==> src/sv/gpb_pkg.sv <==
// shared types and constants for the gpio port bank
package gpb_pkg;

  typedef enum logic [2:0] {
    OpPinLevel  = 3'd0,
    OpWriteData = 3'd1,
    OpWriteDir  = 3'd2,
    OpWriteMode = 3'd3,
    OpReadData  = 3'd4
  } op_e;

  localparam logic EvPinChange = 1'b0;
  localparam logic EvReadData  = 1'b1;

  localparam logic [2:0] PortE = 3'd4;
  localparam logic [2:0] PortF = 3'd5;

  // index of the serial pin enable register in the register file
  localparam logic RegSerialEnables = 1'b0;

  localparam int QueueDepth = 4;
  localparam int QueuePtrW  = $clog2(QueueDepth);

  // work handed from the front to the back
  typedef struct packed {
    logic       kind;
    logic [2:0] port;
    logic [7:0] mask;
    logic [7:0] value;
  } job_t;

endpackage

==> src/sv/gpb_front.sv <==
// front end: port registers, item decode and job generation
module gpb_front import gpb_pkg::*; #(
  parameter int PORT_COUNT       = 6,
  parameter int NARROW_PORT_PINS = 2
) (
  input  logic       clk_i,
  input  logic       rst_ni,
  input  logic       accept_i,
  input  logic [2:0] operation_i,
  input  logic [2:0] port_index_i,
  input  logic [2:0] pin_number_i,
  input  logic       pin_level_i,
  input  logic [7:0] write_value_i,
  input  logic [3:0] serial_en_i,
  output logic       job_push_o,
  output job_t       job_o
);

  localparam logic [7:0] NarrowMask = 8'((1 << NARROW_PORT_PINS) - 1);
  localparam logic [3:0] NarrowPins = 4'(NARROW_PORT_PINS);

  logic [7:0] data_q [PORT_COUNT];
  logic [7:0] data_d [PORT_COUNT];
  logic [7:0] dir_q  [PORT_COUNT];
  logic [7:0] dir_d  [PORT_COUNT];
  logic [7:0] mode_q, mode_d;

  logic       port_ok;
  logic [7:0] sel_data, sel_dir, pmask, wval, diff, pin_m;
  op_e        op;

  assign op    = op_e'(operation_i);
  assign pin_m = 8'(1) << pin_number_i;
  assign pmask = (port_index_i == PortF) ? NarrowMask : 8'hFF;
  assign wval  = write_value_i & pmask;
  assign diff  = (sel_data ^ wval) & sel_dir;

  always_comb begin
    port_ok  = 1'b0;
    sel_data = '0;
    sel_dir  = '0;
    for (int i = 0; i < PORT_COUNT; i++) begin
      if (port_index_i == 3'(i)) begin
        port_ok  = 1'b1;
        sel_data = data_q[i];
        sel_dir  = dir_q[i];
      end
    end
  end

  always_comb begin
    logic take;
    take   = 1'b0;
    mode_d = mode_q;
    for (int i = 0; i < PORT_COUNT; i++) begin
      data_d[i] = data_q[i];
      dir_d[i]  = dir_q[i];
    end
    if (accept_i) begin
      unique case (op)
        OpPinLevel: begin
          for (int i = 0; i < PORT_COUNT; i++) begin
            if (port_index_i == 3'(i)) begin
              if (3'(i) == PortE) begin
                // low nibble of port e is owned by the serial units when enabled
                if (!pin_number_i[2]) begin
                  take = !serial_en_i[pin_number_i[1:0]];
                end else begin
                  take = ((dir_q[i] | mode_q) & pin_m) == '0;
                end
              end else if (3'(i) == PortF) begin
                take = ({1'b0, pin_number_i} < NarrowPins) && ((dir_q[i] & pin_m) == '0);
              end else begin
                take = (dir_q[i] & pin_m) == '0;
              end
              if (take) begin
                data_d[i] = pin_level_i ? (data_q[i] | pin_m) : (data_q[i] & ~pin_m);
              end
            end
          end
        end
        OpWriteData: begin
          for (int i = 0; i < PORT_COUNT; i++) begin
            if (port_index_i == 3'(i)) data_d[i] = wval;
          end
        end
        OpWriteDir: begin
          for (int i = 0; i < PORT_COUNT; i++) begin
            if (port_index_i == 3'(i)) dir_d[i] = wval;
          end
        end
        OpWriteMode: mode_d = write_value_i;
        OpReadData: ;
        default: ;
      endcase
    end
  end

  always_ff @(posedge clk_i or negedge rst_ni) begin
    if (!rst_ni) begin
      for (int i = 0; i < PORT_COUNT; i++) begin
        data_q[i] <= '0;
        dir_q[i]  <= '0;
      end
      mode_q <= '0;
    end else begin
      for (int i = 0; i < PORT_COUNT; i++) begin
        data_q[i] <= data_d[i];
        dir_q[i]  <= dir_d[i];
      end
      mode_q <= mode_d;
    end
  end

  always_comb begin
    job_push_o = 1'b0;
    job_o      = '0;
    job_o.port = port_index_i;
    if (accept_i && op == OpWriteData && port_ok && diff != '0) begin
      job_push_o  = 1'b1;
      job_o.kind  = EvPinChange;
      job_o.mask  = diff;
      job_o.value = wval;
    end else if (accept_i && op == OpReadData) begin
      // a read is one emission: single mask bit at pin zero
      job_push_o  = 1'b1;
      job_o.kind  = EvReadData;
      job_o.mask  = 8'h01;
      job_o.value = sel_data;
    end
  end

endmodule

==> src/sv/gpb_queue.sv <==
// short job queue between the front and back ends
module gpb_queue import gpb_pkg::*; (
  input  logic clk_i,
  input  logic rst_ni,
  input  logic push_i,
  input  job_t job_i,
  output logic full_o,
  input  logic pop_i,
  output logic empty_o,
  output job_t job_o
);

  job_t                 mem_q [QueueDepth];
  logic [QueuePtrW-1:0] wr_q, rd_q;
  logic [QueuePtrW:0]   cnt_q;

  assign full_o  = cnt_q == (QueuePtrW+1)'(QueueDepth);
  assign empty_o = cnt_q == '0;
  assign job_o   = mem_q[rd_q];

  always_ff @(posedge clk_i) begin
    if (push_i) mem_q[wr_q] <= job_i;
  end

  always_ff @(posedge clk_i or negedge rst_ni) begin
    if (!rst_ni) begin
      wr_q  <= '0;
      rd_q  <= '0;
      cnt_q <= '0;
    end else begin
      if (push_i) wr_q <= wr_q + 1'b1;
      if (pop_i)  rd_q <= rd_q + 1'b1;
      cnt_q <= cnt_q + (QueuePtrW+1)'(push_i) - (QueuePtrW+1)'(pop_i);
    end
  end

endmodule

==> src/sv/gpb_back.sv <==
// back end: expands jobs into result items, one per cycle while the output is popped or empty
module gpb_back import gpb_pkg::*; (
  input  logic       clk_i,
  input  logic       rst_ni,
  input  logic       q_empty_i,
  input  job_t       q_job_i,
  output logic       q_pop_o,
  input  logic       pop_i,
  output logic       empty_o,
  output logic       event_kind_o,
  output logic [2:0] out_port_o,
  output logic [2:0] out_pin_o,
  output logic       out_level_o,
  output logic [7:0] read_value_o,
  output logic       last_o
);

  logic       cur_valid_q;
  job_t       cur_q;
  logic       out_valid_q;
  logic       emit, fin, load;
  logic [7:0] low, rest;
  logic [2:0] idx;

  assign emit = cur_valid_q && (!out_valid_q || pop_i);
  assign low  = cur_q.mask & (~cur_q.mask + 8'd1);
  assign rest = cur_q.mask & ~low;
  assign fin  = rest == '0;
  assign load = !q_empty_i && (!cur_valid_q || (emit && fin));
  assign q_pop_o = load;
  assign empty_o = !out_valid_q;

  always_comb begin
    idx = '0;
    for (int b = 7; b >= 0; b--) begin
      if (low[b]) idx = 3'(b);
    end
  end

  always_ff @(posedge clk_i or negedge rst_ni) begin
    if (!rst_ni) begin
      cur_valid_q <= 1'b0;
      out_valid_q <= 1'b0;
    end else begin
      if (load) begin
        cur_valid_q <= 1'b1;
      end else if (emit && fin) begin
        cur_valid_q <= 1'b0;
      end
      if (emit) begin
        out_valid_q <= 1'b1;
      end else if (pop_i) begin
        out_valid_q <= 1'b0;
      end
    end
  end

  always_ff @(posedge clk_i) begin
    if (load) begin
      cur_q <= q_job_i;
    end else if (emit) begin
      cur_q.mask <= rest;
    end
    if (emit) begin
      event_kind_o <= cur_q.kind;
      out_port_o   <= cur_q.port;
      last_o       <= fin;
      if (cur_q.kind == EvReadData) begin
        out_pin_o    <= '0;
        out_level_o  <= 1'b0;
        read_value_o <= cur_q.value;
      end else begin
        out_pin_o    <= idx;
        out_level_o  <= |(cur_q.value & low);
        read_value_o <= '0;
      end
    end
  end

endmodule

==> src/sv/gpio_port_bank_core.sv <==
// top level of the gpio port bank: register port, front, job queue and back
//
//  channel  | handshake            | payload
//  ---------+----------------------+----------------------------------------------
//  input    | push / full          | operation, port_index, pin_number, pin_level,
//           |                      | write_value
//  result   | empty / pop          | event_kind, out_port, out_pin, out_level,
//           |                      | read_value, last
//  config   | psel/penable/pwrite  | paddr, pwdata, prdata, pready (always high)
//
// one item is accepted per cycle while the job queue has room; the front
// decodes and updates the port registers in the cycle of acceptance
// the back turns each job into results at one per cycle while the result side
// is popped or empty, so a data write changing k output pins gives k results, a read
// a single result; the first result passes the queue write at the accepting
// edge, then the job register, then the output register
// reset clears all port, direction, mode and enable registers at once
// a stalled result side fills the queue, then full is raised
module gpio_port_bank_core import gpb_pkg::*; #(
  parameter int PORT_COUNT       = 6,
  parameter int NARROW_PORT_PINS = 2
) (
  input  logic        clk_i,
  input  logic        rst_ni,
  // item input queue side
  input  logic        push,
  output logic        full,
  input  logic [2:0]  operation_i,
  input  logic [2:0]  port_index_i,
  input  logic [2:0]  pin_number_i,
  input  logic        pin_level_i,
  input  logic [7:0]  write_value_i,
  // result queue side
  output logic        empty,
  input  logic        pop,
  output logic        event_kind_o,
  output logic [2:0]  out_port_o,
  output logic [2:0]  out_pin_o,
  output logic        out_level_o,
  output logic [7:0]  read_value_o,
  output logic        last_o,
  // register port
  input  logic        psel,
  input  logic        penable,
  input  logic        pwrite,
  input  logic [2:0]  paddr,
  input  logic [31:0] pwdata,
  output logic [31:0] prdata,
  output logic        pready
);

  logic       accept;
  logic       job_push, q_full, q_empty, q_pop;
  job_t       job_in, job_out;
  logic [3:0] serial_en_q;

  // serial pin enables: word index is paddr bit 2
  assign pready = 1'b1;
  assign prdata = (paddr[2] == RegSerialEnables) ? {28'd0, serial_en_q} : 32'd0;

  always_ff @(posedge clk_i or negedge rst_ni) begin
    if (!rst_ni) begin
      serial_en_q <= '0;
    end else if (psel && penable && pwrite && paddr[2] == RegSerialEnables) begin
      serial_en_q <= pwdata[3:0];
    end
  end

  // the queue full flag holds off every item, even those that make no job
  assign full   = q_full;
  assign accept = push && !q_full;

  gpb_front #(
    .PORT_COUNT      (PORT_COUNT),
    .NARROW_PORT_PINS(NARROW_PORT_PINS)
  ) u_front (
    .clk_i        (clk_i),
    .rst_ni       (rst_ni),
    .accept_i     (accept),
    .operation_i  (operation_i),
    .port_index_i (port_index_i),
    .pin_number_i (pin_number_i),
    .pin_level_i  (pin_level_i),
    .write_value_i(write_value_i),
    .serial_en_i  (serial_en_q),
    .job_push_o   (job_push),
    .job_o        (job_in)
  );

  gpb_queue u_queue (
    .clk_i  (clk_i),
    .rst_ni (rst_ni),
    .push_i (job_push),
    .job_i  (job_in),
    .full_o (q_full),
    .pop_i  (q_pop),
    .empty_o(q_empty),
    .job_o  (job_out)
  );

  gpb_back u_back (
    .clk_i       (clk_i),
    .rst_ni      (rst_ni),
    .q_empty_i   (q_empty),
    .q_job_i     (job_out),
    .q_pop_o     (q_pop),
    .pop_i       (pop),
    .empty_o     (empty),
    .event_kind_o(event_kind_o),
    .out_port_o  (out_port_o),
    .out_pin_o   (out_pin_o),
    .out_level_o (out_level_o),
    .read_value_o(read_value_o),
    .last_o      (last_o)
  );

endmodule
==> config.mk <==
export PLATFORM = sky130hd
export DESIGN_NAME = gpio_port_bank_core
export DESIGN_NICKNAME = d
export VERILOG_FILES = /design/src/sv/gpb_pkg.sv /design/src/sv/gpb_front.sv /design/src/sv/gpb_queue.sv /design/src/sv/gpb_back.sv /design/src/sv/gpio_port_bank_core.sv
export SDC_FILE = /design/constraint.sdc
export NUM_CORES = 1
export LEC_CHECK = 0
export BUFFER_PORTS_ARGS = -buffer_cell sky130_fd_sc_hd__buf_2
export CORE_AREA = 2 2 109 216
export DETAILED_ROUTE_END_ITERATION = 10
export DIE_AREA = 0 0 111 218
export PLACE_DENSITY = 0.76
export SETUP_SLACK_MARGIN = 0.3
export SLEW_MARGIN = 5
export SYNTH_ARGS = -nofsm -noshare
export SYNTH_HDL_FRONTEND = slang
export SYNTH_SLANG_ARGS = --single-unit
==> constraint.sdc <==
create_clock -name clk_i -period 4.05 [get_ports clk_i]
set_clock_uncertainty 0.2 [all_clocks]
set_input_delay 0.405 -clock clk_i [delete_from_list [all_inputs] [get_ports clk_i]]
set_output_delay 0.405 -clock clk_i [all_outputs]
set_load 0.005 [all_outputs]
After elaboration in Yosys (flattened, before gate mapping)
Memories as Yosys holds them, arrays and structs flattened.
Index checks and enable logic that the tools add are counted.
{ "word_totals": {"output_inout_bits": 52, "n_memories": 1, "regBits": 154, "mem_bits_rw": 80, "input_bits": 60, "word_cells": 234} }
{ "op_classes": {"addsub": 5, "n_reduce_logical": 51, "n_eq_ne": 28, "n_lt_le_gt_ge": 2, "shift": 1, "n_mux": 86, "bitwise": 29} }
{ "mem_list": {"columns": ["name", "depth", "width", "rd", "rd_clocked_by_memory_dff", "write_ports", "line", "rtl"], "rows": [
  ["u_queue.mem_q", 4, 20, 1, 0, 1, "gpb_queue.sv:13", "job_t mem_q [QueueDepth];"]
]} }
{ "ops": {"columns": ["operator", "n"], "rows": [
  ["two-way mux 8 bit", 39],
  ["bitwise AND 8 bit", 17],
  ["one-hot mux 48 bit (2 select lines)", 1],
  ["zero test 8 bit", 7],
  ["bitwise OR 8 bit", 7],
  ["two-way mux 1 bit", 36],
  ["!= test 2 x 1 -> 1 bit, second input constant", 18],
  ["AND reduction 5 bit", 6],
  ["inverter 8 bit", 3],
  ["AND reduction 3 bit", 6],
  ["two-way mux 16 bit", 1],
  ["== test 3 x 2 -> 1 bit, second input constant", 4],
  ["== test 3 bit, second input constant", 4],
  ["logical AND 1 bit", 12],
  ["two-way mux 3 bit", 4],
  ["zero test 3 bit", 3],
  ["two-way mux 9 bit", 1],
  ["adder 8 x 1 -> 8 bit, second input constant", 1],
  ["nonzero test 2 bit", 4],
  ["nonzero test 8 bit", 1],
  ["OR reduction 8 bit", 1],
  ["<< shifter 1 x 3 -> 8 bit, first input constant", 1],
  ["bitwise XOR 8 bit", 1],
  ["== test 3 x 1 -> 1 bit, second input constant", 2],
  ["other kinds (15)", 22]
]} }

Longest topological paths before layout
{ "depth": {"depth_word": 14, "mapped_depth": 17, "mapped_depth_nobuf": 13} }

Modules after synthesis
Synthesis repeated with hierarchy kept, for this count alone.
{ "hier_totals": {"cells_unflattened": 922, "hier_area_um2": 11384.7} }
{ "by_module_without_submodules": {"columns": ["module", "area_per_inst_um2", "cells_per_inst", "instances", "seq_area_each_um2"], "rows": [
  ["gpb_front", 5891.9, 602, 1, 2502.4],
  ["gpb_queue", 3279.4, 138, 1, 2577.5],
  ["gpb_back", 1778.0, 137, 1, 1161.1],
  ["gpio_port_bank_core", 435.4, 45, 1, 100.1]
]} }

Worst setup path before layout
No wires, ideal clock.
{ "synth_path": {"path_kind": "flip-flop to flip-flop", "start": "register u_back.cur_q[8] (netlist bit)", "end": "register u_queue.cnt_q[2]", "required_ps": 3727, "setup_time_ps": 123, "n_path_buf": 1, "path_stages_with_launch": 14, "path_slack_ps": 296, "period_less_slack_ps": 3754, "arrival_ps": 3431, "cell_sequence": "edfxtp_1 > buf_6 > or4_4 > or3_4 > maj3_2 > o31ai_4 > nand2_2 > inv_1 > ha_1 > inv_1 > ha_1 > fa_1 > xnor2_1 > xnor2_1"} }
{ "synth_via": {"elab_chain_cells": 10} }
{ "synth_lines": {"columns": ["item", "line", "rtl"], "rows": [
  ["start: declaration", "gpb_back.sv:19", "job_t cur_q;"],
  ["start signal: assignment", "gpb_back.sv:60", "cur_q <= q_job_i;"],
  ["inverter 8 bit", "gpb_back.sv:26", "assign low = cur_q.mask & (~cur_q.mask + 8'd1);"],
  ["adder 8 x 1 -> 8 bit", "gpb_back.sv:26", null],
  ["bitwise AND 8 bit", "gpb_back.sv:26", null],
  ["inverter 8 bit", "gpb_back.sv:27", "assign rest = cur_q.mask & ~low;"],
  ["bitwise AND 8 bit *", "gpb_back.sv:27", null],
  ["zero test 8 bit *", "gpb_back.sv:28", "assign fin = rest == '0;"],
  ["logical AND 1 bit *", "gpb_back.sv:29", "assign load = !q_empty_i && (!cur_valid_q || (emit && fin));"],
  ["logical OR 1 bit *", "gpb_back.sv:29", null],
  ["logical AND 1 bit *", "gpb_back.sv:29", null],
  ["net q_pop", "gpio_port_bank_core.sv:53", "logic job_push, q_full, q_empty, q_pop;"],
  ["subtractor 3 x 1 -> 3 bit *", "gpb_queue.sv:33", "cnt_q <= cnt_q + (QueuePtrW+1)'(push_i) - (QueuePtrW+1)'(pop_i);"],
  ["end signal: assignment", "gpb_queue.sv:33", null],
  ["end: declaration", "gpb_queue.sv:15", "logic [QueuePtrW:0] cnt_q;"]
]} }
The timed path passes the listed nets; every way through them passes the cells marked *.
A chain may end at the register's enable or synchronous reset.

Worst setup path after layout
{ "layout_path": {"start": "input port_index_i[0]", "end": "register u_queue.cnt_q[2]"} }
{ "layout_via": {"elab_chain_cells": 14, "elab_cells_between_ends": 34, "cone_classes": "2 x add/sub; 5 x eq/ne; 20 x mux; 3 x bitwise; 4 x reduce/logical"} }
{ "layout_lines": {"columns": ["item", "line", "rtl"], "rows": [
  ["start: declaration", "gpio_port_bank_core.sv:29", "input logic [2:0] port_index_i,"],
  ["zero test 3 bit", "gpb_front.sv:43", "if (port_index_i == 3'(i)) begin"],
  ["two-way mux 8 bit (6 in a row)", "gpb_front.sv:43", null],
  ["bitwise XOR 8 bit", "gpb_front.sv:36", "assign diff = (sel_data ^ wval) & sel_dir;"],
  ["bitwise AND 8 bit", "gpb_front.sv:36", null],
  ["nonzero test 8 bit", "gpb_front.sv:119", "if (accept_i && op == OpWriteData && port_ok && diff != '0) begin"],
  ["logical AND 1 bit *", "gpb_front.sv:119", null],
  ["two-way mux 1 bit *", "gpb_front.sv:119", null],
  ["adder 3 x 1 -> 3 bit *", "gpb_queue.sv:33", null],
  ["subtractor 3 x 1 -> 3 bit *", "gpb_queue.sv:33", null]
]} }
Every way passes the cells marked *; elsewhere a longest branch is shown, timed or not.

==> summary.md <==
| Metric | Value |
|---|---|
| Sequential share of the synthesized area | `57.1%` |
| DRC violations left | `0` |
| RSZ-0062 raised after global routing | `no` |
| Crit path cell chain | `buf_2 > buf_4 > mux2i_1 > or3b_2 > a31oi_1 > o32a_1 > and4_4 > a21oi_2 > nor2_1 > ha_1 > inv_1 > ha_1 > fa_1 > xnor2_1 > xnor2_1` |
| Filler cells | `1,885` |
| Achievable Freq | `275 MHz` |
| Flop pwr share | `49.7%` |
| Routed WL | `27,800 µm` |
| Post-synthesis area per instance | `12.6 µm²` |
| YS warnings | `0` |
| Clock latency on the worst-skew pair | `520 ps` |
| Mapped Cells | `879` |
| Clock tree sinks | `230` |
| Slowest cell on crit path | `or3b_2` |
| Final Hold Viols | `0` |
| Sw frac | `27.1%` |
| Die width | `111 µm` |
| Cell Area, Synth | `11,100 µm²` |
| Routed Antenna Nets | `0` |
| Worst Path Required | `4290 ps` |
| Commonest non-fill, non-tap cell in the layout | `edfxtp_1` |
| DR WL/cell | `21.9 µm` |
| Number of vias per cell | `5.86` |
| Vias in the first global route | `7,629` |
| GR Util All Layers | `23.2%` |
| Fraction of layout cells with a size suffix above 1 | `27.8%` |
| Rows | `78` |
| I/O Buffers | `52` |
| Final worst path period share | `89.9%` |
| CTS tree | `built` |
| Clock-pin slew on the worst setup and hold paths | `70 ps` |
| Min Tclk post-route | `3640 ps` |
| Post-synth EDFFs | `117` |
| Area Growth Syn to Fin | `13.8%` |
| Clock Path Buffers | `3` |
| Max Cap Viol | `0` |
| Core area | `22,500 µm²` |
| Initial Util | `49.3%` |
| Maximum level of the CTS H-tree | `1` |
| Pre-CTS setup slack | `-111 ps` |
| Dpl hpwl | `20,600 µm` |
| Pleak | `5.19 nW` |
| FF+latch area | `6340 µm²` |
| Root Buffer | `clkbuf_16` |
| Critical Path Sink Type | `register` |
| Total grt overflow | `0` |
| Die area | `24,200 µm²` |
| Combinational share of power | `18.5%` |
| Final worst hold slack | `78.3 ps` |
| Final Non-Filler Cells | `1,270` |
| Antenna violations before repair | `0` |
| Clock network fraction of design power | `31.8%` |
| Int Pwr | `4.25 mW` |
| Inserted Clock Buffers | `20` |
| Worst-Margin Slew | `1140 ps` |
| First-pass GRT wire length | `43,000 µm` |
| Post-Place Cells | `1,226` |
| Worst min-delay path class | `in2reg` |
| Crit path kind | `in2reg` |
| Worst setup SP type | `input pin` |
| Main synth FF type | `edfxtp_1` |
| Slew headroom | `23.8%` |
| Final setup fails | `0` |
| GP Congestion | `0.988` |
| Critical path data arrival time | `3880 ps` |
| Synth async-reset ratio | `49.1%` |
| Most frequent cells in the layout | `edfxtp_1, dfrtp_1, nor2_1` |
| Distinct cells, synth | `74` |
| IO Count | `112` |
| Area of the multi-input gates | `4360 µm²` |
| Status | `finished clean` |
| Crit path max fanout | `15` |
| Die H | `218 µm` |
| PD cells | `460 nW/µm²` |
| Drt initial violations | `345` |
| Total number of vias | `7,448` |
| Worst VDD drop | `0.352 mV` |
| N_diodes | `0` |
| Final net count | `1,043` |
| DR pass1 iterations | `5` |
| Max-slew violations | `0` |
| Number of synthesized register bits | `230` |
| NetSw | `1.58 mW` |
| Pin count of the biggest net entering global routing | `68` |
| Final Worst Setup Slack | `408 ps` |
| Worst path max stage delay | `470 ps` |
## per-stage QoR
stage	cell area (µm²)	utilization [%]	setup TNS, ps	power (mW)
6_report	12600	56.1	0	5.82
3_3_place_gp	11900	53.0	-74.0	3.97
2_1_floorplan	11200	-	0	3.65
3_5_place_dp	11900	53.0	-111	4.01
5_1_grt	12600	56.1	0	6.06
4_1_cts	12600	56.0	0	5.87
## power groups by stage
stage          registers [mW]  logic [mW]  clock network [mW]
6_report                 2.90        1.07                1.85
3_5_place_dp             2.94        1.07                   0
2_1_floorplan            2.83       0.821                   0
4_1_cts                  2.90        1.08                1.90
5_1_grt                  2.92        1.17                1.97
3_3_place_gp             2.93        1.03                   0
## cell usage after synthesis (all sizes together), types with 13 or more instances
library cell | n | area share (%)
nor2b | 19 | 1.1
mux4 | 33 | 6.7
edfxtp | 117 | 32
nor2 | 86 | 2.9
nand3 | 13 | 0.59
nand2 | 62 | 2.1
mux2 | 73 | 7.5
and2 | 19 | 1.1
clkbuf | 22 | 0.74
buf | 56 | 3.4
o21ai | 48 | 2.2
mux2i | 22 | 2.0
a21oi | 28 | 1.3
dfrtp | 113 | 25
inv | 15 | 0.51
## worst paths after layout
kind | startpoint | endpoint | slack (ps) | cells after the start
setup / recovery | port_index_i[0] | u_queue.cnt_q[2]$_DFF_PN0_ | 410 | 15
hold / removal | write_value_i[5] | u_front.mode_q[5]$_DFFE_PN0P_ | 80 | 2
setup reg to reg | u_front.dir_q[16]$_DFFE_PN0P_ | u_queue.cnt_q[2]$_DFF_PN0_ | 500 | 13
hold reg to reg | u_back.cur_q[18]$_DFFE_PP_ | u_back.out_port_o[2]$_DFFE_PP_ | 220 | 0
max in group asynchronous | rst_ni | asynchronous set/reset pin | 2490 | 3
min in group asynchronous | rst_ni | u_front.dir_q[29]$_DFFE_PN0P_ | 380 | 2
## routing by layer
layer | part of all wire [%] | vias to the layer above | GRT usage (%)
li1 | - | 3393 | -
met1 | 34 | 3687 | 23.4
met2 | 54 | 256 | 43.3
met3 | 3.7 | 112 | 2.33
met4 | 8.1 | 0 | 17.5
met5 | 0 | - | 0
## cells by family after synthesis
group	share of synthesized area (%)
compound gates	9.33
xor+xnor	0.394
fa+ha+maj	1.05
buf+inv	4.72
flops	57.1
mux	16.1
other cells	0.0676
simple gates	11.2
## cell type report
| cell class | instances | share of cell area, % |
|---|---|---|
| sequential | 230 | 50.1 |
| multi-input combinational | 581 | 34.5 |
| timing repair buffer | 126 | 7.20 |
| clock buffer | 28 | 4.27 |
| tap | 280 | 2.77 |
| clock inverter | 8 | 0.613 |
| inverter | 17 | 0.534 |
## critical path, delay by kind of cell
family	cells	cell delay (ps)
compound gates	3	710
xor+xnor	2	310
fa+ha+maj	3	780
buf+inv	3	700
mux	1	140
simple gates	3	830
## repair_timing
action | CTS | global route
endpoints found under the hold margin | 72 | 0
hold buffers | 7 | 0
resized for setup | 0 | 2
endpoints found under the setup margin | 0 | 1
setup buffers | 0 | 1
No activity file was read; power rests on OpenSTA's default activity.
